--- config.mk ---
export PLATFORM = sky130hd
export DESIGN_NAME = camera_tracker_report_parser_flat
export DESIGN_NICKNAME = d
export VERILOG_FILES = /design/src/design/ctrp_pkg.sv /design/src/design/ctrp_channels.sv /design/src/design/ctrp_watchdog.sv /design/src/design/camera_tracker_report_parser.sv /design/src/flat_wrapper.sv
export SDC_FILE = /design/constraint.sdc
export NUM_CORES = 1
export LEC_CHECK = 0
export ABC_CLOCK_PERIOD_IN_PS = 10100
export BUFFER_PORTS_ARGS = -buffer_cell sky130_fd_sc_hd__buf_2
export CORE_MARGIN = 5
export CORE_UTILIZATION = 67
export CTS_BUF_LIST = sky130_fd_sc_hd__clkbuf_4 sky130_fd_sc_hd__clkbuf_8
export DETAILED_ROUTE_END_ITERATION = 10
export PLACE_DENSITY = 0.95
export SYNTH_ARGS = -nofsm -noshare
export SYNTH_HDL_FRONTEND = slang
export SYNTH_SLANG_ARGS = --single-unit
--- constraint.sdc ---
create_clock -name clk -period 10.1 [get_ports clk]
set_clock_uncertainty 0.15 [all_clocks]
set_input_delay 1.515 -clock clk [delete_from_list [all_inputs] [get_ports clk]]
set_output_delay 1.515 -clock clk [all_outputs]
set_load 0.01 [all_outputs]
--- src/design/ctrp_pkg.sv ---
// Shared constants, types and layout functions of the tracker report parser.
package ctrp_pkg;

	localparam int BUFFER_DEPTH = 32;
	localparam int TIMER_WIDTH  = 32;
	localparam int CFG_W        = 32;
	localparam int CMP_W        = (TIMER_WIDTH > CFG_W) ? TIMER_WIDTH : CFG_W;
	localparam int ADDR_W       = $clog2(BUFFER_DEPTH);
	localparam int LEN_W        = 5;

	localparam logic [7:0] HDR_A0 = 8'hA0;
	localparam logic [7:0] HDR_A1 = 8'hA1;
	localparam logic [7:0] HDR_A2 = 8'hA2;
	localparam logic [7:0] HDR_A3 = 8'hA3;
	localparam logic [7:0] HDR_A4 = 8'hA4;
	localparam logic [7:0] HDR_A5 = 8'hA5;
	localparam logic [7:0] HDR_A6 = 8'hA6;

	localparam logic [7:0]       CHECK_BASE    = 8'h40;
	localparam logic [CFG_W-1:0] TIMEOUT_RESET = CFG_W'(2000000);

	typedef enum logic [2:0] {
		KIND_CHANNEL   = 3'd0,
		KIND_ECHO      = 3'd1,
		KIND_CHECK_ERR = 3'd2,
		KIND_UNHANDLED = 3'd3,
		KIND_TIMEOUT   = 3'd4
	} kind_t;

	typedef enum logic [1:0] {
		ST_IDLE,
		ST_EXEC,
		ST_FETCH,
		ST_EMIT
	} seq_state_t;

	// Watchdog controls from the sequencer
	typedef struct packed {
		logic tick;
		logic restart;
	} wd_ctl_t;

	// Total report length for a header byte, zero for a non-header
	function automatic logic [LEN_W-1:0] hdr_length(input logic [7:0] b);
		logic [LEN_W-1:0] len;
		case (b)
			HDR_A0: len = LEN_W'(15);
			HDR_A1: len = LEN_W'(18);
			HDR_A2: len = LEN_W'(30);
			HDR_A3: len = LEN_W'(18);
			HDR_A4: len = LEN_W'(4);
			HDR_A5: len = LEN_W'(5);
			HDR_A6: len = LEN_W'(26);
			default: len = '0;
		endcase
		return len;
	endfunction

	// Number of results a good report of this type yields
	function automatic logic [3:0] chan_count(input logic [7:0] rtype);
		logic [3:0] n;
		case (rtype)
			HDR_A0: n = 4'd4;
			HDR_A1: n = 4'd5;
			HDR_A2, HDR_A6: n = 4'd8;
			HDR_A4: n = 4'd1;
			default: n = 4'd0;
		endcase
		return n;
	endfunction

	// Byte offset of the first byte of a channel in the report
	function automatic logic [LEN_W-1:0] chan_start(input logic [7:0] rtype,
		input logic [2:0] ch);
		logic [LEN_W-1:0] s;
		case (ch)
			3'd0: s = LEN_W'(2);
			3'd1: s = LEN_W'(5);
			3'd2: s = LEN_W'(8);
			3'd3: s = LEN_W'(11);
			3'd4: s = LEN_W'(14);
			3'd5: s = LEN_W'(17);
			3'd6: s = (rtype == HDR_A2) ? LEN_W'(21) : LEN_W'(19);
			3'd7: s = (rtype == HDR_A2) ? LEN_W'(25) : LEN_W'(21);
			default: s = '0;
		endcase
		return s;
	endfunction

	// Bytes fetched for a channel: fraction then mm for A2 x and y
	function automatic logic [2:0] chan_nbytes(input logic [7:0] rtype,
		input logic [2:0] ch);
		logic [2:0] n;
		if (rtype == HDR_A4) begin
			n = 3'd1;
		end else if (ch < 3'd5) begin
			n = 3'd3;
		end else if (rtype == HDR_A2 && ch != 3'd7) begin
			n = 3'd4;
		end else begin
			n = 3'd2;
		end
		return n;
	endfunction

	// Types that decode into channel or echo results
	function automatic logic is_decodable(input logic [7:0] rtype);
		return rtype == HDR_A0 || rtype == HDR_A1 || rtype == HDR_A2 ||
			rtype == HDR_A4 || rtype == HDR_A6;
	endfunction

endpackage

--- src/design/ctrp_channels.sv ---
// Handshake channel interfaces for the parser's input and result streams.
interface ctrp_in_if;
	logic       valid;
	logic       ready;
	logic       func;
	logic [7:0] rx_byte;

	modport source(output valid, output func, output rx_byte, input ready);
	modport sink(input valid, input func, input rx_byte, output ready);
endinterface

interface ctrp_out_if;
	logic        valid;
	logic        ready;
	logic [2:0]  kind;
	logic [7:0]  report_type;
	logic [7:0]  camera_id;
	logic [2:0]  channel_index;
	logic [23:0] raw_value;
	logic [15:0] fraction;
	logic        last;

	modport source(output valid, output kind, output report_type, output camera_id,
		output channel_index, output raw_value, output fraction, output last,
		input ready);
	modport sink(input valid, input kind, input report_type, input camera_id,
		input channel_index, input raw_value, input fraction, input last,
		output ready);
endinterface

--- src/design/ctrp_watchdog.sv ---
// Tick watchdog: timeout register, saturating tick counter and expiry compare.
module ctrp_watchdog import ctrp_pkg::*; (
	input  logic             clk,
	input  logic             arst_n,
	input  logic             cfg_we,
	input  logic [CFG_W-1:0] cfg_wdata,
	input  wd_ctl_t          ctl,
	output logic             expired
);

	logic [CFG_W-1:0]       timeout_q;
	logic [TIMER_WIDTH-1:0] tick_q;
	logic [TIMER_WIDTH-1:0] tick_inc;

	// Hold the timeout limit
	always_ff @(posedge clk or negedge arst_n) begin
		if (!arst_n) begin
			timeout_q <= TIMEOUT_RESET;
		end else if (cfg_we) begin
			timeout_q <= cfg_wdata;
		end
	end

	// Saturating increment and compare against the limit
	assign tick_inc = (tick_q == '1) ? tick_q : tick_q + TIMER_WIDTH'(1);
	assign expired  = CMP_W'(tick_inc) > CMP_W'(timeout_q);

	// Restart on a header or an unhandled report, advance on tick, drop to zero on expiry
	always_ff @(posedge clk or negedge arst_n) begin
		if (!arst_n) begin
			tick_q <= '0;
		end else if (ctl.restart) begin
			tick_q <= '0;
		end else if (ctl.tick) begin
			tick_q <= expired ? '0 : tick_inc;
		end
	end

endmodule

--- src/design/camera_tracker_report_parser.sv ---
// Top level of the tracker report parser: deframer, report buffer and result sequencer.
//
// Usage: in_ch carries one item per request, either a received serial byte
// (func 0, rx_byte) or one time tick (func 1). out_ch carries result requests:
// one per channel of a good report, one echo result, or one status result for
// a bad check byte, an unhandled type or a watchdog timeout; last marks the
// final result caused by an item. cfg_we/cfg_wdata write the timeout limit in
// ticks; the user must write it only while the block is idle, and the block
// itself does not enforce that. Flow: every item passes a take step and an
// execute step. The final byte of a good report then walks the channels,
// reading the report buffer one byte a cycle: a channel of 1 to 4 bytes is
// fetched, then emitted. The buffer read port sets the pace of the walk.
// in_ch is not ready until the walk is over.
// Reset: syncing, watchdog cleared, timeout limit 2000000; the buffer needs
// no clearing pass. A result waits in the output register while the
// receiver stalls; the sequencer holds until that register frees.
module camera_tracker_report_parser import ctrp_pkg::*; (
	input  logic             clk,
	input  logic             arst_n,
	ctrp_in_if.sink          in_ch,
	ctrp_out_if.source       out_ch,
	input  logic             cfg_we,
	input  logic [CFG_W-1:0] cfg_wdata
);

	seq_state_t state_q, state_next;

	logic             func_q;
	logic [7:0]       byte_q;
	logic             mode_rd_q;
	logic [LEN_W-1:0] byte_cnt_q;
	logic [LEN_W-1:0] exp_len_q;
	logic [7:0]       sum_q;
	logic [7:0]       type_q;
	logic [7:0]       cam_q;
	kind_t            kind_q;
	logic [2:0]       ch_q;
	logic [2:0]       k_q;
	logic             pend_q;
	logic [31:0]      acc_q;
	logic [7:0]       rd_data_q;
	logic [7:0]       mem [BUFFER_DEPTH];

	logic             out_valid_q;
	kind_t            out_kind_q;
	logic [7:0]       out_type_q;
	logic [7:0]       out_cam_q;
	logic [2:0]       out_ch_q;
	logic [23:0]      out_raw_q;
	logic [15:0]      out_frac_q;
	logic             out_last_q;

	logic [LEN_W-1:0]  hdr_len;
	logic              is_header;
	logic              body_more;
	logic              check_ok;
	logic              decodable;
	logic [2:0]        n_bytes;
	logic              fetch_done;
	logic [ADDR_W-1:0] rd_addr;
	logic [ADDR_W-1:0] wr_addr;
	logic              mem_we;
	logic              out_load;
	logic              wd_expired;
	wd_ctl_t           wd_ctl;

	kind_t             res_kind;
	logic [7:0]        res_type;
	logic [7:0]        res_cam;
	logic [2:0]        res_ch;
	logic [23:0]       res_raw;
	logic [15:0]       res_frac;
	logic              res_last;

	ctrp_watchdog u_watchdog (
		.clk       (clk),
		.arst_n    (arst_n),
		.cfg_we    (cfg_we),
		.cfg_wdata (cfg_wdata),
		.ctl       (wd_ctl),
		.expired   (wd_expired)
	);

	// Decode the held item
	assign hdr_len    = hdr_length(byte_q);
	assign is_header  = hdr_len != '0;
	assign body_more  = ({1'b0, byte_cnt_q} + (LEN_W+1)'(1)) < {1'b0, exp_len_q};
	assign check_ok   = byte_q == 8'(CHECK_BASE - sum_q);
	assign decodable  = is_decodable(type_q);
	assign n_bytes    = chan_nbytes(type_q, ch_q);
	assign fetch_done = k_q == n_bytes;
	assign rd_addr    = ADDR_W'(chan_start(type_q, ch_q) + LEN_W'(k_q));
	assign wr_addr    = is_header && !mode_rd_q ? '0 : ADDR_W'(byte_cnt_q);

	// Next state
	always_comb begin
		state_next = state_q;
		case (state_q)
			ST_IDLE: begin
				if (in_ch.valid) begin
					state_next = ST_EXEC;
				end
			end
			ST_EXEC: begin
				if (func_q) begin
					state_next = wd_expired ? ST_EMIT : ST_IDLE;
				end else if (!mode_rd_q || body_more) begin
					state_next = ST_IDLE;
				end else if (check_ok && decodable) begin
					state_next = ST_FETCH;
				end else begin
					state_next = ST_EMIT;
				end
			end
			ST_FETCH: begin
				if (fetch_done) begin
					state_next = ST_EMIT;
				end
			end
			ST_EMIT: begin
				if (out_load) begin
					state_next = res_last ? ST_IDLE : ST_FETCH;
				end
			end
			default: state_next = ST_IDLE;
		endcase
	end

	// Sequencer outputs
	always_comb begin
		in_ch.ready    = state_q == ST_IDLE;
		wd_ctl.tick    = state_q == ST_EXEC && func_q;
		wd_ctl.restart = state_q == ST_EXEC && !func_q &&
			((!mode_rd_q && is_header) ||
			(mode_rd_q && !body_more && check_ok && !decodable));
		mem_we         = state_q == ST_EXEC && !func_q &&
			((!mode_rd_q && is_header) || (mode_rd_q && body_more));
		out_load       = state_q == ST_EMIT && (!out_valid_q || out_ch.ready);
	end

	// Assemble the pending result
	always_comb begin
		res_kind = kind_q;
		res_type = (kind_q == KIND_TIMEOUT) ? 8'h00 : type_q;
		res_cam  = (kind_q == KIND_TIMEOUT) ? 8'h00 : cam_q;
		res_ch   = (kind_q == KIND_CHANNEL) ? ch_q : 3'd0;
		res_raw  = 24'h0;
		res_frac = 16'h0;
		if (kind_q == KIND_CHANNEL || kind_q == KIND_ECHO) begin
			if (n_bytes == 3'd4) begin
				res_raw  = {8'h00, acc_q[15:0]};
				res_frac = acc_q[31:16];
			end else begin
				res_raw  = acc_q[23:0];
			end
		end
		res_last = kind_q != KIND_CHANNEL || {1'b0, ch_q} == chan_count(type_q) - 4'd1;
	end

	// Sequencer state and framing control
	always_ff @(posedge clk or negedge arst_n) begin
		if (!arst_n) begin
			state_q    <= ST_IDLE;
			mode_rd_q  <= 1'b0;
			byte_cnt_q <= '0;
			exp_len_q  <= '0;
			sum_q      <= '0;
			pend_q     <= 1'b0;
		end else begin
			state_q <= state_next;
			pend_q  <= state_q == ST_FETCH && !fetch_done;
			if (state_q == ST_EXEC) begin
				if (func_q) begin
					if (wd_expired) begin
						mode_rd_q  <= 1'b0;
						byte_cnt_q <= '0;
					end
				end else if (!mode_rd_q) begin
					if (is_header) begin
						mode_rd_q  <= 1'b1;
						byte_cnt_q <= LEN_W'(1);
						exp_len_q  <= hdr_len;
						sum_q      <= byte_q;
					end
				end else if (body_more) begin
					sum_q      <= sum_q + byte_q;
					byte_cnt_q <= byte_cnt_q + LEN_W'(1);
				end else begin
					mode_rd_q  <= 1'b0;
					byte_cnt_q <= '0;
				end
			end
		end
	end

	// Item capture, header fields and channel walk
	always_ff @(posedge clk) begin
		if (in_ch.valid && in_ch.ready) begin
			func_q <= in_ch.func;
			byte_q <= in_ch.rx_byte;
		end
		if (mem_we && !mode_rd_q) begin
			type_q <= byte_q;
		end
		if (mem_we && mode_rd_q && byte_cnt_q == LEN_W'(1)) begin
			cam_q <= byte_q;
		end
		case (state_q)
			ST_EXEC: begin
				ch_q  <= 3'd0;
				k_q   <= 3'd0;
				acc_q <= '0;
				if (func_q) begin
					kind_q <= KIND_TIMEOUT;
				end else if (!check_ok) begin
					kind_q <= KIND_CHECK_ERR;
				end else if (!decodable) begin
					kind_q <= KIND_UNHANDLED;
				end else if (type_q == HDR_A4) begin
					kind_q <= KIND_ECHO;
				end else begin
					kind_q <= KIND_CHANNEL;
				end
			end
			ST_FETCH: begin
				if (!fetch_done) begin
					k_q <= k_q + 3'd1;
				end
				if (pend_q) begin
					acc_q <= {acc_q[23:0], rd_data_q};
				end
			end
			ST_EMIT: begin
				if (out_load && !res_last) begin
					ch_q  <= ch_q + 3'd1;
					k_q   <= 3'd0;
					acc_q <= '0;
				end
			end
			default: begin
			end
		endcase
	end

	// Report buffer: one write and one registered read a cycle
	always_ff @(posedge clk) begin
		if (mem_we) begin
			mem[wr_addr] <= byte_q;
		end
		rd_data_q <= mem[rd_addr];
	end

	// Output register: load a result, drop it once taken
	always_ff @(posedge clk or negedge arst_n) begin
		if (!arst_n) begin
			out_valid_q <= 1'b0;
		end else if (out_load) begin
			out_valid_q <= 1'b1;
		end else if (out_ch.ready) begin
			out_valid_q <= 1'b0;
		end
	end

	always_ff @(posedge clk) begin
		if (out_load) begin
			out_kind_q <= res_kind;
			out_type_q <= res_type;
			out_cam_q  <= res_cam;
			out_ch_q   <= res_ch;
			out_raw_q  <= res_raw;
			out_frac_q <= res_frac;
			out_last_q <= res_last;
		end
	end

	assign out_ch.valid         = out_valid_q;
	assign out_ch.kind          = out_kind_q;
	assign out_ch.report_type   = out_type_q;
	assign out_ch.camera_id     = out_cam_q;
	assign out_ch.channel_index = out_ch_q;
	assign out_ch.raw_value     = out_raw_q;
	assign out_ch.fraction      = out_frac_q;
	assign out_ch.last          = out_last_q;

	// While reading a report the fill count stays below its length
	a_cnt_in_frame: assert property (@(posedge clk) disable iff (!arst_n)
		mode_rd_q |-> byte_cnt_q < exp_len_q)
		else $error("byte count reached report length while reading");

	// Result walk only runs after the frame has closed
	a_walk_synced: assert property (@(posedge clk) disable iff (!arst_n)
		(state_q == ST_FETCH || state_q == ST_EMIT) |-> !mode_rd_q)
		else $error("result walk while a report is still open");

	// The final result hands control back to the input side
	a_last_idle: assert property (@(posedge clk) disable iff (!arst_n)
		(out_load && res_last) |=> state_q == ST_IDLE)
		else $error("sequencer busy after final result");

	// Byte fetch never runs past the channel width
	a_fetch_bound: assert property (@(posedge clk) disable iff (!arst_n)
		(state_q == ST_FETCH) |-> k_q <= n_bytes)
		else $error("fetch index beyond channel width");

endmodule
--- src/flat_wrapper.sv ---
// flat-port wrapper written by rule: the top's interface ports become plain ports
module camera_tracker_report_parser_flat import ctrp_pkg::*;
  (clk, arst_n, cfg_we, cfg_wdata, in_ch_valid, in_ch_func, in_ch_rx_byte, in_ch_ready, out_ch_valid, out_ch_kind, out_ch_report_type, out_ch_camera_id, out_ch_channel_index, out_ch_raw_value, out_ch_fraction, out_ch_last, out_ch_ready);
  ctrp_in_if in_ch_i ();
  ctrp_out_if out_ch_i ();
  input  logic clk;
  input  logic arst_n;
  input  logic cfg_we;
  input  logic [CFG_W-1:0] cfg_wdata;
  input wire logic [$bits(in_ch_i.valid)-1:0] in_ch_valid;
  input wire logic [$bits(in_ch_i.func)-1:0] in_ch_func;
  input wire logic [$bits(in_ch_i.rx_byte)-1:0] in_ch_rx_byte;
  output wire logic [$bits(in_ch_i.ready)-1:0] in_ch_ready;
  output wire logic [$bits(out_ch_i.valid)-1:0] out_ch_valid;
  output wire logic [$bits(out_ch_i.kind)-1:0] out_ch_kind;
  output wire logic [$bits(out_ch_i.report_type)-1:0] out_ch_report_type;
  output wire logic [$bits(out_ch_i.camera_id)-1:0] out_ch_camera_id;
  output wire logic [$bits(out_ch_i.channel_index)-1:0] out_ch_channel_index;
  output wire logic [$bits(out_ch_i.raw_value)-1:0] out_ch_raw_value;
  output wire logic [$bits(out_ch_i.fraction)-1:0] out_ch_fraction;
  output wire logic [$bits(out_ch_i.last)-1:0] out_ch_last;
  input wire logic [$bits(out_ch_i.ready)-1:0] out_ch_ready;
  assign in_ch_i.valid = in_ch_valid;
  assign in_ch_i.func = in_ch_func;
  assign in_ch_i.rx_byte = in_ch_rx_byte;
  assign in_ch_ready = in_ch_i.ready;
  assign out_ch_valid = out_ch_i.valid;
  assign out_ch_kind = out_ch_i.kind;
  assign out_ch_report_type = out_ch_i.report_type;
  assign out_ch_camera_id = out_ch_i.camera_id;
  assign out_ch_channel_index = out_ch_i.channel_index;
  assign out_ch_raw_value = out_ch_i.raw_value;
  assign out_ch_fraction = out_ch_i.fraction;
  assign out_ch_last = out_ch_i.last;
  assign out_ch_i.ready = out_ch_ready;
  camera_tracker_report_parser u_core (.clk(clk), .arst_n(arst_n), .in_ch(in_ch_i), .out_ch(out_ch_i), .cfg_we(cfg_we), .cfg_wdata(cfg_wdata));
endmodule
==> results.md <==
Synthesis
- area fraction in and, or, nand and nor cells after synthesis: 10.86%
- combinational family with the most area after synthesis: simple AND/OR/NAND/NOR gates
- leading area contributor after synthesis: sky130_fd_sc_hd__edfxtp_1
- compound-cell area share of the yosys netlist: 5.567%
- count of yosys warnings during synthesis: 0
- dominant cells by area after synthesis: sky130_fd_sc_hd__edfxtp_1 55%, sky130_fd_sc_hd__dfrtp_1 9.5%, sky130_fd_sc_hd__mux4_2 8.5%, sky130_fd_sc_hd__ha_1 3.4%, sky130_fd_sc_hd__and2_1 2.0%
- portion of netlist area occupied by mux cells: 9.261%
- synthesized instance count: 1,430
- number of flops mapped to enable cells by yosys: 385
- most common library cells after synthesis: 385 x sky130_fd_sc_hd__edfxtp_1, 98 x sky130_fd_sc_hd__nand2_1, 80 x sky130_fd_sc_hd__dfrtp_1, 80 x sky130_fd_sc_hd__mux4_2, 73 x sky130_fd_sc_hd__nor2_1
- Post-Synthesis Cell Area: 21,100 um2
- most numerous cell in the Yosys netlist: sky130_fd_sc_hd__edfxtp_1
- fraction of post-synthesis cell area in the top cell type by area: 54.78%
- most instantiated flip-flop cell in the synthesis netlist: sky130_fd_sc_hd__edfxtp_1
- async set-or-reset flop fraction in the synthesized netlist: 18.13%
- count of state elements after synthesis: 480
- Post-Syn Area per Cell: 14.76 um2
- Seq/Total Area, Yosys: 65.90%
- library cells used by synthesis: 77
- fraction of the mapped netlist area in adder cells: 3.629%
- xor and xnor fraction of the mapped netlist area: 2.401%

Drt
- routed via count divided by cell count: 6.847
- antenna-violating nets left: 0
- DR vias: 13,950
- routed length per placed instance: 26.22 um
- count of TritonRoute iterations in the first routing pass: 7
- wirelength, routed: 53,420 um
- detailed router's first-iteration violation count: 2,029
- drc violations: 0

Worst setup path
- depth of the most critical reg-to-reg path: 13
- Startpoint Class: register
- Worst Path Class, Setup: reg -> reg
- capture point of the critical path: u_core.u_watchdog.tick_q[23]
- CP max FO: 21
- element type at the critical path end: register
- Worst R2R Start: u_core.u_watchdog.tick_q[7]
- required time of the critical path: 10.48 ns
- start point of the critical path: u_core.u_watchdog.tick_q[7]
- capture instance of the worst register-to-register path: u_core.u_watchdog.tick_q[23]
- data arrival time at the worst-slack endpoint: 6.09 ns
- reg-to-reg setup timing slack: 4.39 ns

Global routing
- via count of the first global-routing pass: 14,220
- wire length of the first global-routing pass: 82,700 um
- number of antenna violations at the first check in global routing: 1
- pin count of the biggest net entering global routing: 88
- overall track demand over capacity in global routing: 30.58%
- global-route congestion overflow total: 0

Timing
- slew of the pin with the lowest slew margin: 1.205 ns
- Total Negative Setup Slacks: 0 ns
- fmax: 175.2 MHz
- final setup violation count: 0
- part of the cycle the worst path needs: 56.50%
- Max-Slew Margin vs Limit: 19.09%
- Tmin final: 5.707 ns
- setup repair after global routing missed its margin: no
- number of pins with negative max-slew slack in the final report: 0
- endpoints failing hold: 0

Clock tree
- later-pin clock latency in the skew report: 0.62 ns
- Resize count post-CTS: 0
- hold bufs inserted after CTS: 0
- CTS sink count: 480
- H-tree lvl count: 3
- register clock-pin slew on the reported worst setup and hold paths: 0.07 ns
- CTS root buf: sky130_fd_sc_hd__clkbuf_8
- cts bufs inserted: 73
- Post-CTS Setup Bufs: 0
- buffer levels on the longest clock path: 3
- CTS tree: built

Placement
- half-perimeter wire length after placement: 33,000 um
- # port buffers: 110
- weighted congestion reported at the end of routability-driven placement: 0.9144

Cells and area
- share of cells above drive strength 1: 22.81%
- number of antenna cells inserted: 0
- post-route core utilization: 75.26%
- net total in the final layout: 1,683
- area overhead of the layout relative to synthesis: 11.67%

Pwr
- worst-case vdd ir drop: 0.1185 mV
- Pwr per Cell Area: 193.9 nW/um2
- P_leak: 8.832 nW

Worst hold path
- classification of the worst-slack hold path: reg -> reg
- number of cells on the worst hold path: 2

Run status
- result of the run: completed

Floorplan
- Die X: 187.5 um
- standard-cell row count: 65
- core box area: 31,310 um2
- full die area: 35,150 um2
- Initial Utilization: 67.40%
- Die Y: 187.5 um
- number of I/O pins: 111

Flow run
- number of max-cap violations: 0

[layer usage]
layer	part of all wire, %	global-route usage, %	wire length, um	vias up
met3	11	6.532	5758	321
met4	6.5	16.18	3467	4
met1	34	38.48	18210	6684
met2	49	50.63	25940	1243
met5	0.077	0	41	-
li1	-	-	-	5695
[logic make-up (layout without fill, tap and decap cells)]
family | count (synthesis) | after routing
AO/OA/AOI/OAI | 178 | 178
XOR/XNOR | 57 | 57
adder cells (fa/ha/maj) | 60 | 60
buffers and inverters | 125 | 323
flip-flops | 480 | 480
multiplexers | 94 | 94
other | 1 | 8
AND/OR/NAND/NOR | 435 | 435
[cell usage in the layout (no fill, tap or decap), types with 57 or more instances in the layout]
| cell type | n |
|---|---|
| sky130_fd_sc_hd__clkbuf_8 | 79 |
| sky130_fd_sc_hd__nor2_1 | 71 |
| sky130_fd_sc_hd__dfrtp_1 | 80 |
| sky130_fd_sc_hd__nand2_1 | 98 |
| sky130_fd_sc_hd__buf_2 | 109 |
| sky130_fd_sc_hd__ha_1 | 57 |
| sky130_fd_sc_hd__o21ai_0 | 63 |
| sky130_fd_sc_hd__mux4_2 | 80 |
| sky130_fd_sc_hd__edfxtp_1 | 385 |
| sky130_fd_sc_hd__inv_1 | 60 |
| sky130_fd_sc_hd__and2_1 | 68 |
[worst max-delay path, cell delays in order, from the launching register on]
cell	delay, ns
sky130_fd_sc_hd__dfrtp_1	0.48
sky130_fd_sc_hd__and4_1	0.33
sky130_fd_sc_hd__nand4_1	0.44
sky130_fd_sc_hd__nor4_1	0.76
sky130_fd_sc_hd__nand4_1	0.29
sky130_fd_sc_hd__xnor2_1	0.19
sky130_fd_sc_hd__ha_1	0.30
sky130_fd_sc_hd__nand4_1	0.17
sky130_fd_sc_hd__nor4_1	0.62
sky130_fd_sc_hd__and3_1	0.30
sky130_fd_sc_hd__a21oi_1	0.11
sky130_fd_sc_hd__nor2_2	0.83
sky130_fd_sc_hd__nor4b_1	0.48
sky130_fd_sc_hd__a211o_1	0.17
[sequential cells by signal, indices dropped and copies added, names as in the netlist, 16 cells and up]
register	flops
u_core.mem	256
u_core.acc_q	32
u_core.u_watchdog.tick_q	32
u_core.u_watchdog.timeout_q	32
u_core.out_ch.raw_value	24
u_core.out_ch.fraction	16
[where the power goes]
| group | internal (W) | total (W) | leakage, nW | switching [W] |
|---|---|---|---|---|
| logic | 0.000310 | 0.000694 | 3.36 | 0.000384 |
| clock network | 0.000859 | 0.00161 | 0.784 | 0.000755 |
| registers | 0.00221 | 0.00226 | 4.69 | 0.0000496 |
| total | 0.00338 | 0.00457 | 8.83 | 0.00119 |
[layout make-up]
cell class	instances	area (um2)
inverter	61	229.0
sequential	480	13910
multi-input combinational	832	6769
clock buffer	115	1358
clock inverter	18	103.9
tap	402	503.0
timing repair buffer	129	695.7
fill	1551	7746
[stage by stage]
step                      power (W)  worst slack, ns  instances  cell area, um2  hold WS, ns
after floorplan            0.002754            5.269       1437           21130       0.2744
after global placement     0.002903            5.066       1904           22100       0.3092
after detailed placement   0.002963            4.571       1904           22100       0.3241
after CTS                  0.004561            4.342       2037           23560       0.3422
after global routing       0.004713            4.167       2037           23570       0.3711
final                      0.004568            4.393       2037           23570       0.3482
[worst min-delay path by stage]
stage                             start                  end  slack [ns]
floorplan                 u_core.func_q     u_core.kind_q[2]        0.27
global placement    u_core.exp_len_q[0]  u_core.exp_len_q[0]        0.31
detailed placement  u_core.exp_len_q[0]  u_core.exp_len_q[0]        0.32
CTS                 u_core.exp_len_q[0]  u_core.exp_len_q[0]        0.34
global route        u_core.exp_len_q[0]  u_core.exp_len_q[0]        0.37
finish              u_core.exp_len_q[0]  u_core.exp_len_q[0]        0.35
Note: power is estimated with default switching activity, not from simulation.
